[src/hdl/bep_pkg.sv]
// Shared types, constants and register codes of the boundary edge point scanner.
`timescale 1ns / 1ps
`default_nettype none

package bep_pkg;

	localparam int COORD_BITS_DEF = 10;
	localparam int POS_W          = 10;
	localparam int TOL_W          = 8;
	localparam int APB_DW         = 32;
	localparam int APB_AW         = 4;

	localparam logic [TOL_W-1:0] TOL_RST = 8'd3;
	localparam logic [POS_W-1:0] IMG_W_RST = 10'd400;
	localparam logic [POS_W-1:0] IMG_H_RST = 10'd400;

	typedef enum logic [1:0] {
		REG_TOL    = 2'd0,
		REG_WIDTH  = 2'd1,
		REG_HEIGHT = 2'd2
	} bep_reg_t;

	typedef enum logic [1:0] {
		SIDE_LEFT   = 2'd0,
		SIDE_TOP    = 2'd1,
		SIDE_RIGHT  = 2'd2,
		SIDE_BOTTOM = 2'd3
	} bep_side_t;

	typedef struct packed {
		logic [TOL_W-1:0] tol;
		logic [POS_W-1:0] width;
		logic [POS_W-1:0] height;
	} bep_cfg_t;

	typedef struct packed {
		logic             is_col;
		logic             start;
		logic             pix_set;
		logic [POS_W-1:0] line;
		logic [POS_W-1:0] pos;
		logic             line_end;
	} bep_item_t;

	typedef struct packed {
		bep_side_t        side;
		logic             restart;
		logic [POS_W-1:0] row;
		logic [POS_W-1:0] col;
		logic             last;
	} bep_result_t;

endpackage

`default_nettype wire

[src/hdl/bep_cfg.sv]
// APB configuration registers: tolerance, image width and image height.
`timescale 1ns / 1ps
`default_nettype none

module bep_cfg
	import bep_pkg::*;
(
	input  wire logic              clk,
	input  wire logic              arst_n,
	input  wire logic              psel,
	input  wire logic              penable,
	input  wire logic              pwrite,
	input  wire logic [APB_AW-1:0] paddr,
	input  wire logic [APB_DW-1:0] pwdata,
	output logic      [APB_DW-1:0] prdata,
	output logic                   pready,
	output bep_cfg_t               cfg
);

	logic [TOL_W-1:0] tol_q;
	logic [POS_W-1:0] width_q;
	logic [POS_W-1:0] height_q;
	logic             wr_en;
	bep_reg_t         reg_idx;

	assign pready  = 1'b1;
	assign wr_en   = psel && penable && pwrite && pready;
	assign reg_idx = bep_reg_t'(paddr[3:2]);

	always_ff @(posedge clk or negedge arst_n) begin
		if (!arst_n) begin
			tol_q    <= TOL_RST;
			width_q  <= IMG_W_RST;
			height_q <= IMG_H_RST;
		end else if (wr_en) begin
			case (reg_idx)
				REG_TOL:    tol_q    <= pwdata[TOL_W-1:0];
				REG_WIDTH:  width_q  <= pwdata[POS_W-1:0];
				REG_HEIGHT: height_q <= pwdata[POS_W-1:0];
				default: ;
			endcase
		end
	end

	always_comb begin
		case (reg_idx)
			REG_TOL:    prdata = APB_DW'(tol_q);
			REG_WIDTH:  prdata = APB_DW'(width_q);
			REG_HEIGHT: prdata = APB_DW'(height_q);
			default:    prdata = '0;
		endcase
	end

	assign cfg.tol    = tol_q;
	assign cfg.width  = width_q;
	assign cfg.height = height_q;

endmodule

`default_nettype wire

[src/hdl/bep_track.sv]
// Line tracking and extreme tests; updates state when the staged word advances.
`timescale 1ns / 1ps
`default_nettype none

module bep_track
	import bep_pkg::*;
#(
	parameter int COORD_BITS = COORD_BITS_DEF
) (
	input  wire logic        clk,
	input  wire logic        arst_n,
	input  wire bep_cfg_t    cfg,
	input  wire logic        valid_s1,
	input  wire bep_item_t   item_s1,
	input  wire logic [1:0]  room,
	output logic             adv,
	output logic [1:0]       nres,
	output bep_result_t      res0,
	output bep_result_t      res1
);

	localparam int CW = COORD_BITS;
	localparam int SW = ((CW > TOL_W) ? CW : TOL_W) + 1;

	logic [CW-1:0] left_q, right_q, top_q, bottom_q;
	logic [CW-1:0] first_q, last_q;
	logic          has_q;

	logic [CW-1:0] pos_c, line_c;
	logic [CW-1:0] near_b, far_b, first_b, last_b;
	logic [CW-1:0] first_n, last_n, near_new, far_new;
	logic          has_b, has_n, decide;
	logic          near_ok, far_ok, near_rs, far_rs;
	logic [SW-1:0] tol_w;
	bep_result_t   near_res, far_res;

	always_comb begin
		pos_c   = CW'(item_s1.pos);
		line_c  = CW'(item_s1.line);
		tol_w   = SW'(cfg.tol);
		if (item_s1.start) begin
			near_b  = item_s1.is_col ? CW'(cfg.height) : CW'(cfg.width);
			far_b   = '0;
			has_b   = 1'b0;
			first_b = '0;
			last_b  = '0;
		end else begin
			near_b  = item_s1.is_col ? top_q : left_q;
			far_b   = item_s1.is_col ? bottom_q : right_q;
			has_b   = has_q;
			first_b = first_q;
			last_b  = last_q;
		end
		first_n = (item_s1.pix_set && !has_b) ? pos_c : first_b;
		last_n  = item_s1.pix_set ? pos_c : last_b;
		has_n   = has_b || item_s1.pix_set;
		decide  = item_s1.line_end && has_n;

		near_ok = decide && (SW'(first_n) <= SW'(near_b) + tol_w);
		near_rs = (SW'(first_n) + tol_w) < SW'(near_b);
		far_ok  = decide && ((SW'(last_n) + tol_w) >= SW'(far_b));
		far_rs  = SW'(last_n) > (SW'(far_b) + tol_w);

		near_new = near_ok ? first_n : near_b;
		far_new  = far_ok ? last_n : far_b;

		nres = {1'b0, near_ok} + {1'b0, far_ok};
		adv  = valid_s1 && (nres <= room);

		near_res.side    = item_s1.is_col ? SIDE_TOP : SIDE_LEFT;
		near_res.restart = near_rs;
		near_res.row     = item_s1.is_col ? POS_W'(first_n) : POS_W'(line_c);
		near_res.col     = item_s1.is_col ? POS_W'(line_c) : POS_W'(first_n);
		near_res.last    = !far_ok;

		far_res.side     = item_s1.is_col ? SIDE_BOTTOM : SIDE_RIGHT;
		far_res.restart  = far_rs;
		far_res.row      = item_s1.is_col ? POS_W'(last_n) : POS_W'(line_c);
		far_res.col      = item_s1.is_col ? POS_W'(line_c) : POS_W'(last_n);
		far_res.last     = 1'b1;

		res0 = near_ok ? near_res : far_res;
		res1 = far_res;
	end

	always_ff @(posedge clk or negedge arst_n) begin
		if (!arst_n) begin
			left_q   <= CW'(IMG_W_RST);
			right_q  <= '0;
			top_q    <= CW'(IMG_H_RST);
			bottom_q <= '0;
			first_q  <= '0;
			last_q   <= '0;
			has_q    <= 1'b0;
		end else if (adv) begin
			if (item_s1.is_col) begin
				top_q    <= near_new;
				bottom_q <= far_new;
			end else begin
				left_q   <= near_new;
				right_q  <= far_new;
			end
			if (item_s1.line_end) begin
				first_q <= '0;
				last_q  <= '0;
				has_q   <= 1'b0;
			end else begin
				first_q <= first_n;
				last_q  <= last_n;
				has_q   <= has_n;
			end
		end
	end

endmodule

`default_nettype wire

[src/hdl/bep_out_q.sv]
// Two-entry result buffer; takes up to two result words per cycle as room allows, sends one unless out_stall holds it.
`timescale 1ns / 1ps
`default_nettype none

module bep_out_q
	import bep_pkg::*;
(
	input  wire logic        clk,
	input  wire logic        arst_n,
	input  wire logic [1:0]  push,
	input  wire bep_result_t res0,
	input  wire bep_result_t res1,
	input  wire logic        out_stall,
	output logic             out_valid,
	output logic [1:0]       room,
	output bep_result_t      head
);

	logic [1:0]  cnt_q, cnt_d, kept;
	logic        pop;
	bep_result_t slot_q [2];
	bep_result_t slot_d [2];

	assign out_valid = (cnt_q != 2'd0);
	assign pop       = out_valid && !out_stall;
	assign kept      = cnt_q - {1'b0, pop};
	assign room      = 2'd2 - kept;
	assign cnt_d     = kept + push;
	assign head      = slot_q[0];

	always_comb begin
		slot_d[0] = pop ? slot_q[1] : slot_q[0];
		slot_d[1] = slot_q[1];
		case (kept)
			2'd0: begin
				slot_d[0] = res0;
				slot_d[1] = res1;
			end
			2'd1: begin
				slot_d[1] = res0;
			end
			default: ;
		endcase
	end

	always_ff @(posedge clk or negedge arst_n) begin
		if (!arst_n) begin
			cnt_q <= 2'd0;
		end else begin
			cnt_q <= cnt_d;
		end
	end

	always_ff @(posedge clk) begin
		slot_q[0] <= slot_d[0];
		slot_q[1] <= slot_d[1];
	end

`ifndef NO_ASSERTIONS
	a_cnt_max: assert property (@(posedge clk) disable iff (!arst_n) cnt_q <= 2'd2)
		else $error("result buffer count overflow");
	a_push_room: assert property (@(posedge clk) disable iff (!arst_n) push <= room)
		else $error("results pushed beyond free room");
	a_pair_last: assert property (@(posedge clk) disable iff (!arst_n)
		(cnt_q == 2'd2 && !slot_q[0].last) |-> slot_q[1].last)
		else $error("non-final word not followed by final word");
`endif

endmodule

`default_nettype wire

[src/hdl/boundary_edge_point_scanner_top.sv]
// Boundary edge point scanner: pixel words in, boundary point words out.
// Path: an accepted pixel word is held in the input stage, then its results enter the result buffer.
// Throughput: one pixel word per cycle; a line end can give two results, sent one at a time
// from the two-entry result buffer, so the input stalls when a word's results exceed its free room.
// Reset: arst_n clears the input stage, result buffer and tracking state; registers
// return to tolerance 3, width 400, height 400. No clearing pass.
`timescale 1ns / 1ps
`default_nettype none

module boundary_edge_point_scanner_top
	import bep_pkg::*;
#(
	parameter int COORD_BITS = COORD_BITS_DEF
) (
	input  wire logic              clk,
	input  wire logic              arst_n,
	input  wire logic              in_valid,
	output logic                   in_stall,
	input  wire logic              kind,
	input  wire logic              pass_start,
	input  wire logic              pixel_set,
	input  wire logic [POS_W-1:0]  line_index,
	input  wire logic [POS_W-1:0]  position,
	input  wire logic              line_end,
	output logic                   out_valid,
	input  wire logic              out_stall,
	output logic [1:0]             side,
	output logic                   restart,
	output logic [POS_W-1:0]       row,
	output logic [POS_W-1:0]       col,
	output logic                   last,
	input  wire logic              psel,
	input  wire logic              penable,
	input  wire logic              pwrite,
	input  wire logic [APB_AW-1:0] paddr,
	input  wire logic [APB_DW-1:0] pwdata,
	output logic      [APB_DW-1:0] prdata,
	output logic                   pready
);

	bep_cfg_t    cfg;
	bep_item_t   item_s1;
	logic        valid_s1;
	logic        adv, load;
	logic [1:0]  nres, room;
	bep_result_t res0, res1, head;

	assign in_stall = valid_s1 && !adv;
	assign load     = in_valid && !in_stall;

	always_ff @(posedge clk or negedge arst_n) begin
		if (!arst_n) begin
			valid_s1 <= 1'b0;
		end else if (!valid_s1 || adv) begin
			valid_s1 <= in_valid;
		end
	end

	always_ff @(posedge clk) begin
		if (load) begin
			item_s1.is_col   <= kind;
			item_s1.start    <= pass_start;
			item_s1.pix_set  <= pixel_set;
			item_s1.line     <= line_index;
			item_s1.pos      <= position;
			item_s1.line_end <= line_end;
		end
	end

	bep_cfg u_cfg (
		.clk     (clk),
		.arst_n  (arst_n),
		.psel    (psel),
		.penable (penable),
		.pwrite  (pwrite),
		.paddr   (paddr),
		.pwdata  (pwdata),
		.prdata  (prdata),
		.pready  (pready),
		.cfg     (cfg)
	);

	bep_track #(
		.COORD_BITS (COORD_BITS)
	) u_track (
		.clk      (clk),
		.arst_n   (arst_n),
		.cfg      (cfg),
		.valid_s1 (valid_s1),
		.item_s1  (item_s1),
		.room     (room),
		.adv      (adv),
		.nres     (nres),
		.res0     (res0),
		.res1     (res1)
	);

	bep_out_q u_out_q (
		.clk       (clk),
		.arst_n    (arst_n),
		.push      (adv ? nres : 2'd0),
		.res0      (res0),
		.res1      (res1),
		.out_stall (out_stall),
		.out_valid (out_valid),
		.room      (room),
		.head      (head)
	);

	assign side    = head.side;
	assign restart = head.restart;
	assign row     = head.row;
	assign col     = head.col;
	assign last    = head.last;

endmodule

`default_nettype wire
[config.mk]
export PLATFORM = sky130hd
export DESIGN_NAME = boundary_edge_point_scanner_top
export DESIGN_NICKNAME = d
export VERILOG_FILES = /design/src/hdl/bep_pkg.sv /design/src/hdl/bep_cfg.sv /design/src/hdl/bep_track.sv /design/src/hdl/bep_out_q.sv /design/src/hdl/boundary_edge_point_scanner_top.sv
export SDC_FILE = /design/constraint.sdc
export NUM_CORES = 1
export LEC_CHECK = 0
export BUFFER_PORTS_ARGS = -buffer_cell sky130_fd_sc_hd__buf_2
export CAP_MARGIN = 20
export CORE_AREA = 2 2 162 196
export DETAILED_ROUTE_END_ITERATION = 8
export DIE_AREA = 0 0 164 198
export SLEW_MARGIN = 10
export SYNTH_ARGS = -nofsm -noshare
export SYNTH_HDL_FRONTEND = slang
export SYNTH_SLANG_ARGS = --single-unit
[constraint.sdc]
create_clock -name clk -period 16.85 [get_ports clk]
set_input_delay 0.8425 -clock clk [delete_from_list [all_inputs] [get_ports clk]]
set_output_delay 0.8425 -clock clk [all_outputs]
set_load 0.02 [all_outputs]
==> impl_metrics.py <==
metrics = {
    "run_status": {
        "status": "finished, final reports clean",
    },
    "finish": {
        "diodes": 0,
        "layout-drive-gt1-share_pct": 19.2,
        "multi_input_area_um2": 5400,
        "fillers": 3094,
        "final_nets": 1226,
        "regArea_um2": 4480,
        "fin_area_um2": 11800,
        "synthToLayoutAreaGrowth_pct": 11.4,
    },
    "yosys": {
        "ys_seq_area_share_pct": 42.3,
        "post-synth-top-count-cell": "o21ai_0",
        "synth_mux_area_share_pct": 12.2,
        "yosysTopAreaCellShare_pct": 20.4,
        "syn_avg_cell_area_um2": 10.3,
        "synth_xor_xnor_area_share_pct": 2.81,
        "synth_fa_ha_area_share_pct": 9.97,
        "syn-instance-count": 1029,
        "yosysWarnings": 0,
        "synth_compound_area_share_pct": 16.6,
        "ys.flop_type": "dfrtp_1",
        "yosys.area_share.simple_pct": 8.56,
        "ys_seq_elements": 164,
        "netlist_top_cells_count": "o21ai_0, dfrtp_1, ha_1",
        "synthArstFlopShare_pct": 56.1,
        "synth_edf_count": 72,
        "synth.distinct_cells": 62,
        "syn-cell-area_um2": 10600,
        "synth_top_family_by_area": "compound AO/OA/AOI/OAI gates",
        "yosys-top-cells-area": "edfxtp_1, dfrtp_1, ha_1",
        "synth_top_area_cell": "edfxtp_1",
    },
    "timing": {
        "fmax_ghz": 0.143,
        "setup_viol": 0,
        "slew_violations": 0,
        "rsz0062_at_grt": "no",
        "min_period_ns": 7.00,
        "worst_pin_slew_ns": 0.874,
        "relSlewSlack_pct": 41.7,
        "timing.final.crit_share_pct": 41.6,
        "skew_ns": 0.0207,
        "finalHoldViolations": 0,
        "setup_tns_ns": 0,
    },
    "worst_setup_path": {
        "ff2ff_path_depth": 24,
        "crit_family": "compound AO/OA/AOI/OAI gates",
        "cp.depth": 24,
        "crit_buf_inv": 2,
        "cp_slowest_cell": "edfxtp_1",
        "crit_chain": "nor2_1 -> a22oi_1 -> inv_1 -> ha_1 -> a21o_1 -> a21oi_1 -> o21ai_0 -> o211a_1 -> a21oi_1 -> xnor2_1 -> ha_1 -> a2111oi_0 -> o21a_1 -> o21a_1 -> nor2_1 -> ha_1 -> ha_1 -> nor2b_1 -> o21ai_1 -> and2_1 -> nand2_1 -> nor3_1 -> buf_4 -> a221oi_1",
        "crit_type": "reg2reg",
        "cpPeakStageDelay_ns": 0.66,
        "cp_common_cell": "ha_1",
        "worstPathMaxFanout": 20,
        "end_kind": "flop",
        "crit_required_ns": 17.11,
        "crit_arrival_ns": 7.27,
        "start_kind": "flop",
    },
    "route": {
        "drt_iter0_markers": 473,
        "drc": 0,
        "vias": 7745,
        "first_pass_iters": 8,
        "antenna_left": 0,
        "wl_mm": 25.9,
        "via_per_inst": 5.19,
        "wl_per_cell_um": 17.4,
    },
    "floorplanning": {
        "fp.coreArea_um2": 30800,
        "rows": 71,
        "die_h_um": 198,
        "fp.dieW_um": 164,
        "start_util_pct": 34.4,
        "fp.dieArea_um2": 32500,
        "io_pins": 126,
    },
    "clock_network": {
        "clk_latency_ns": 0.44,
        "cts.clk_slew.worst_paths_ns": 0.08,
        "clock-sinks": 164,
        "cts_hold_buf": 0,
        "htree_levels": 4,
        "cts_resized": 0,
        "cts_buffer_depth": 2,
        "clock-root-buffer": "clkbuf_16",
        "cts_buffers": 17,
        "post_cts_buffers": 0,
        "cts_tree": "built",
    },
    "placement": {
        "gp_congestion": 0.896,
        "placed_area_um2": 11200,
        "dp_hpwl_mm": 19.1,
        "port_buffers": 78,
    },
    "grt": {
        "overflow": 0,
        "grt_antenna_before_repair": 0,
        "grt_max_degree": 79,
        "grt_usage_pct": 16.5,
        "grt_pass1_wl_mm": 41.0,
        "grt_pass1_vias": 7657,
    },
    "job": {
        "maxCapViolations": 0,
    },
    "worst_hold_path": {
        "hold_path.class": "in2async",
    },
}
through the flow:
stage	setup WS [ns]	utilization, %	cells	hold slack, ns
2_1_floorplan	10.79	-	1050	0.445
3_3_place_gp	9.55	36.2	1457	0.460
3_5_place_dp	9.95	36.3	1458	0.467
4_1_cts	9.88	38.2	1490	0.242
5_1_grt	9.34	38.3	1491	0.247
6_report	9.85	38.3	1491	0.246
registers in the layout (all words and copies together) (netlist names), 10 cells and up:
register,count
u_track.first_q,10
u_track.left_q,10
u_cfg.height_q,10
u_track.top_q,10
item_s1,24
u_track.last_q,10
u_cfg.width_q,10
u_out_q.slot_q,48
u_track.bottom_q,10
u_track.right_q,10
worst register-to-register path, stage by stage (launching register included):
cell,delay [ns]
edfxtp_1,0.66
nor2_1,0.61
a22oi_1,0.27
inv_1,0.29
ha_1,0.29
a21o_1,0.17
a21oi_1,0.26
o21ai_0,0.13
o211a_1,0.16
a21oi_1,0.18
xnor2_1,0.09
ha_1,0.22
a2111oi_0,0.38
o21a_1,0.20
o21a_1,0.28
nor2_1,0.08
ha_1,0.24
ha_1,0.32
nor2b_1,0.14
o21ai_1,0.21
and2_1,0.33
nand2_1,0.31
nor3_1,0.66
buf_4,0.27
a221oi_1,0.09
area by class of cell:
class                      instances  share of cell area, %
multi-input combinational        727                   45.8
sequential                       164                   38.0
timing repair buffer              97                   4.71
clock buffer                      24                   4.36
tap                              401                   4.25
inverter                          70                   2.23
clock inverter                     8                  0.710
cell families after synthesis:
group,after synthesis
and+or+nand+nor,199
muxes,118
adders and majority gates,82
buffers and inverters,159
AOI/OAI and AO/OA,271
DFF,164
other,2
xor gates and xnor gates,34
layout by cell type (no fill, tap or decap), types with 4 or more instances in the layout:
master,n
a211oi_1,7
a21o_1,16
a21oi_1,37
a221oi_1,16
a22o_1,5
a22oi_1,16
a31oi_1,6
a41oi_1,5
buf_2,77
buf_4,19
clkbuf_16,19
conb_1,23
dfrtp_1,78
dfstp_2,14
edfxtp_1,72
fa_1,4
ha_1,78
inv_1,70
mux2_2,49
mux2i_1,64
mux4_2,4
nand2_1,77
nand2b_1,9
nand3_1,11
nand4_1,4
nor2_1,49
nor2b_1,6
nor3_1,19
o211ai_1,5
o21a_1,11
o21ai_0,101
o21ai_1,4
o21bai_1,6
o31ai_1,22
or2_2,9
xnor2_1,24
xor2_1,10
layer usage:
metal	global-route usage, %	wire length, um	vias up
met2	28.1	12600	217
li1	-	-	3770
met5	0	0	-
met4	6.66	721	0
met1	21.0	11400	3718
met3	2.20	1140	40
final timing paths:
kind,start,slack [ns],endpoint
worst max-delay path,item_s1[21],9.85,u_track.bottom_q[5]
worst max register to register,item_s1[21],9.85,u_track.bottom_q[5]
worst min register to register,u_track.first_q[1],0.48,u_track.first_q[1]
worst min-delay path,arst_n,0.25,u_cfg.height_q[5]
max in group asynchronous,arst_n,15.66,u_track.top_q[7]
min in group clk,u_track.first_q[1],0.48,u_track.first_q[1]
Power is not shown: default switching activity piles up to over one toggle a cycle in this logic, so the estimate is an artifact.
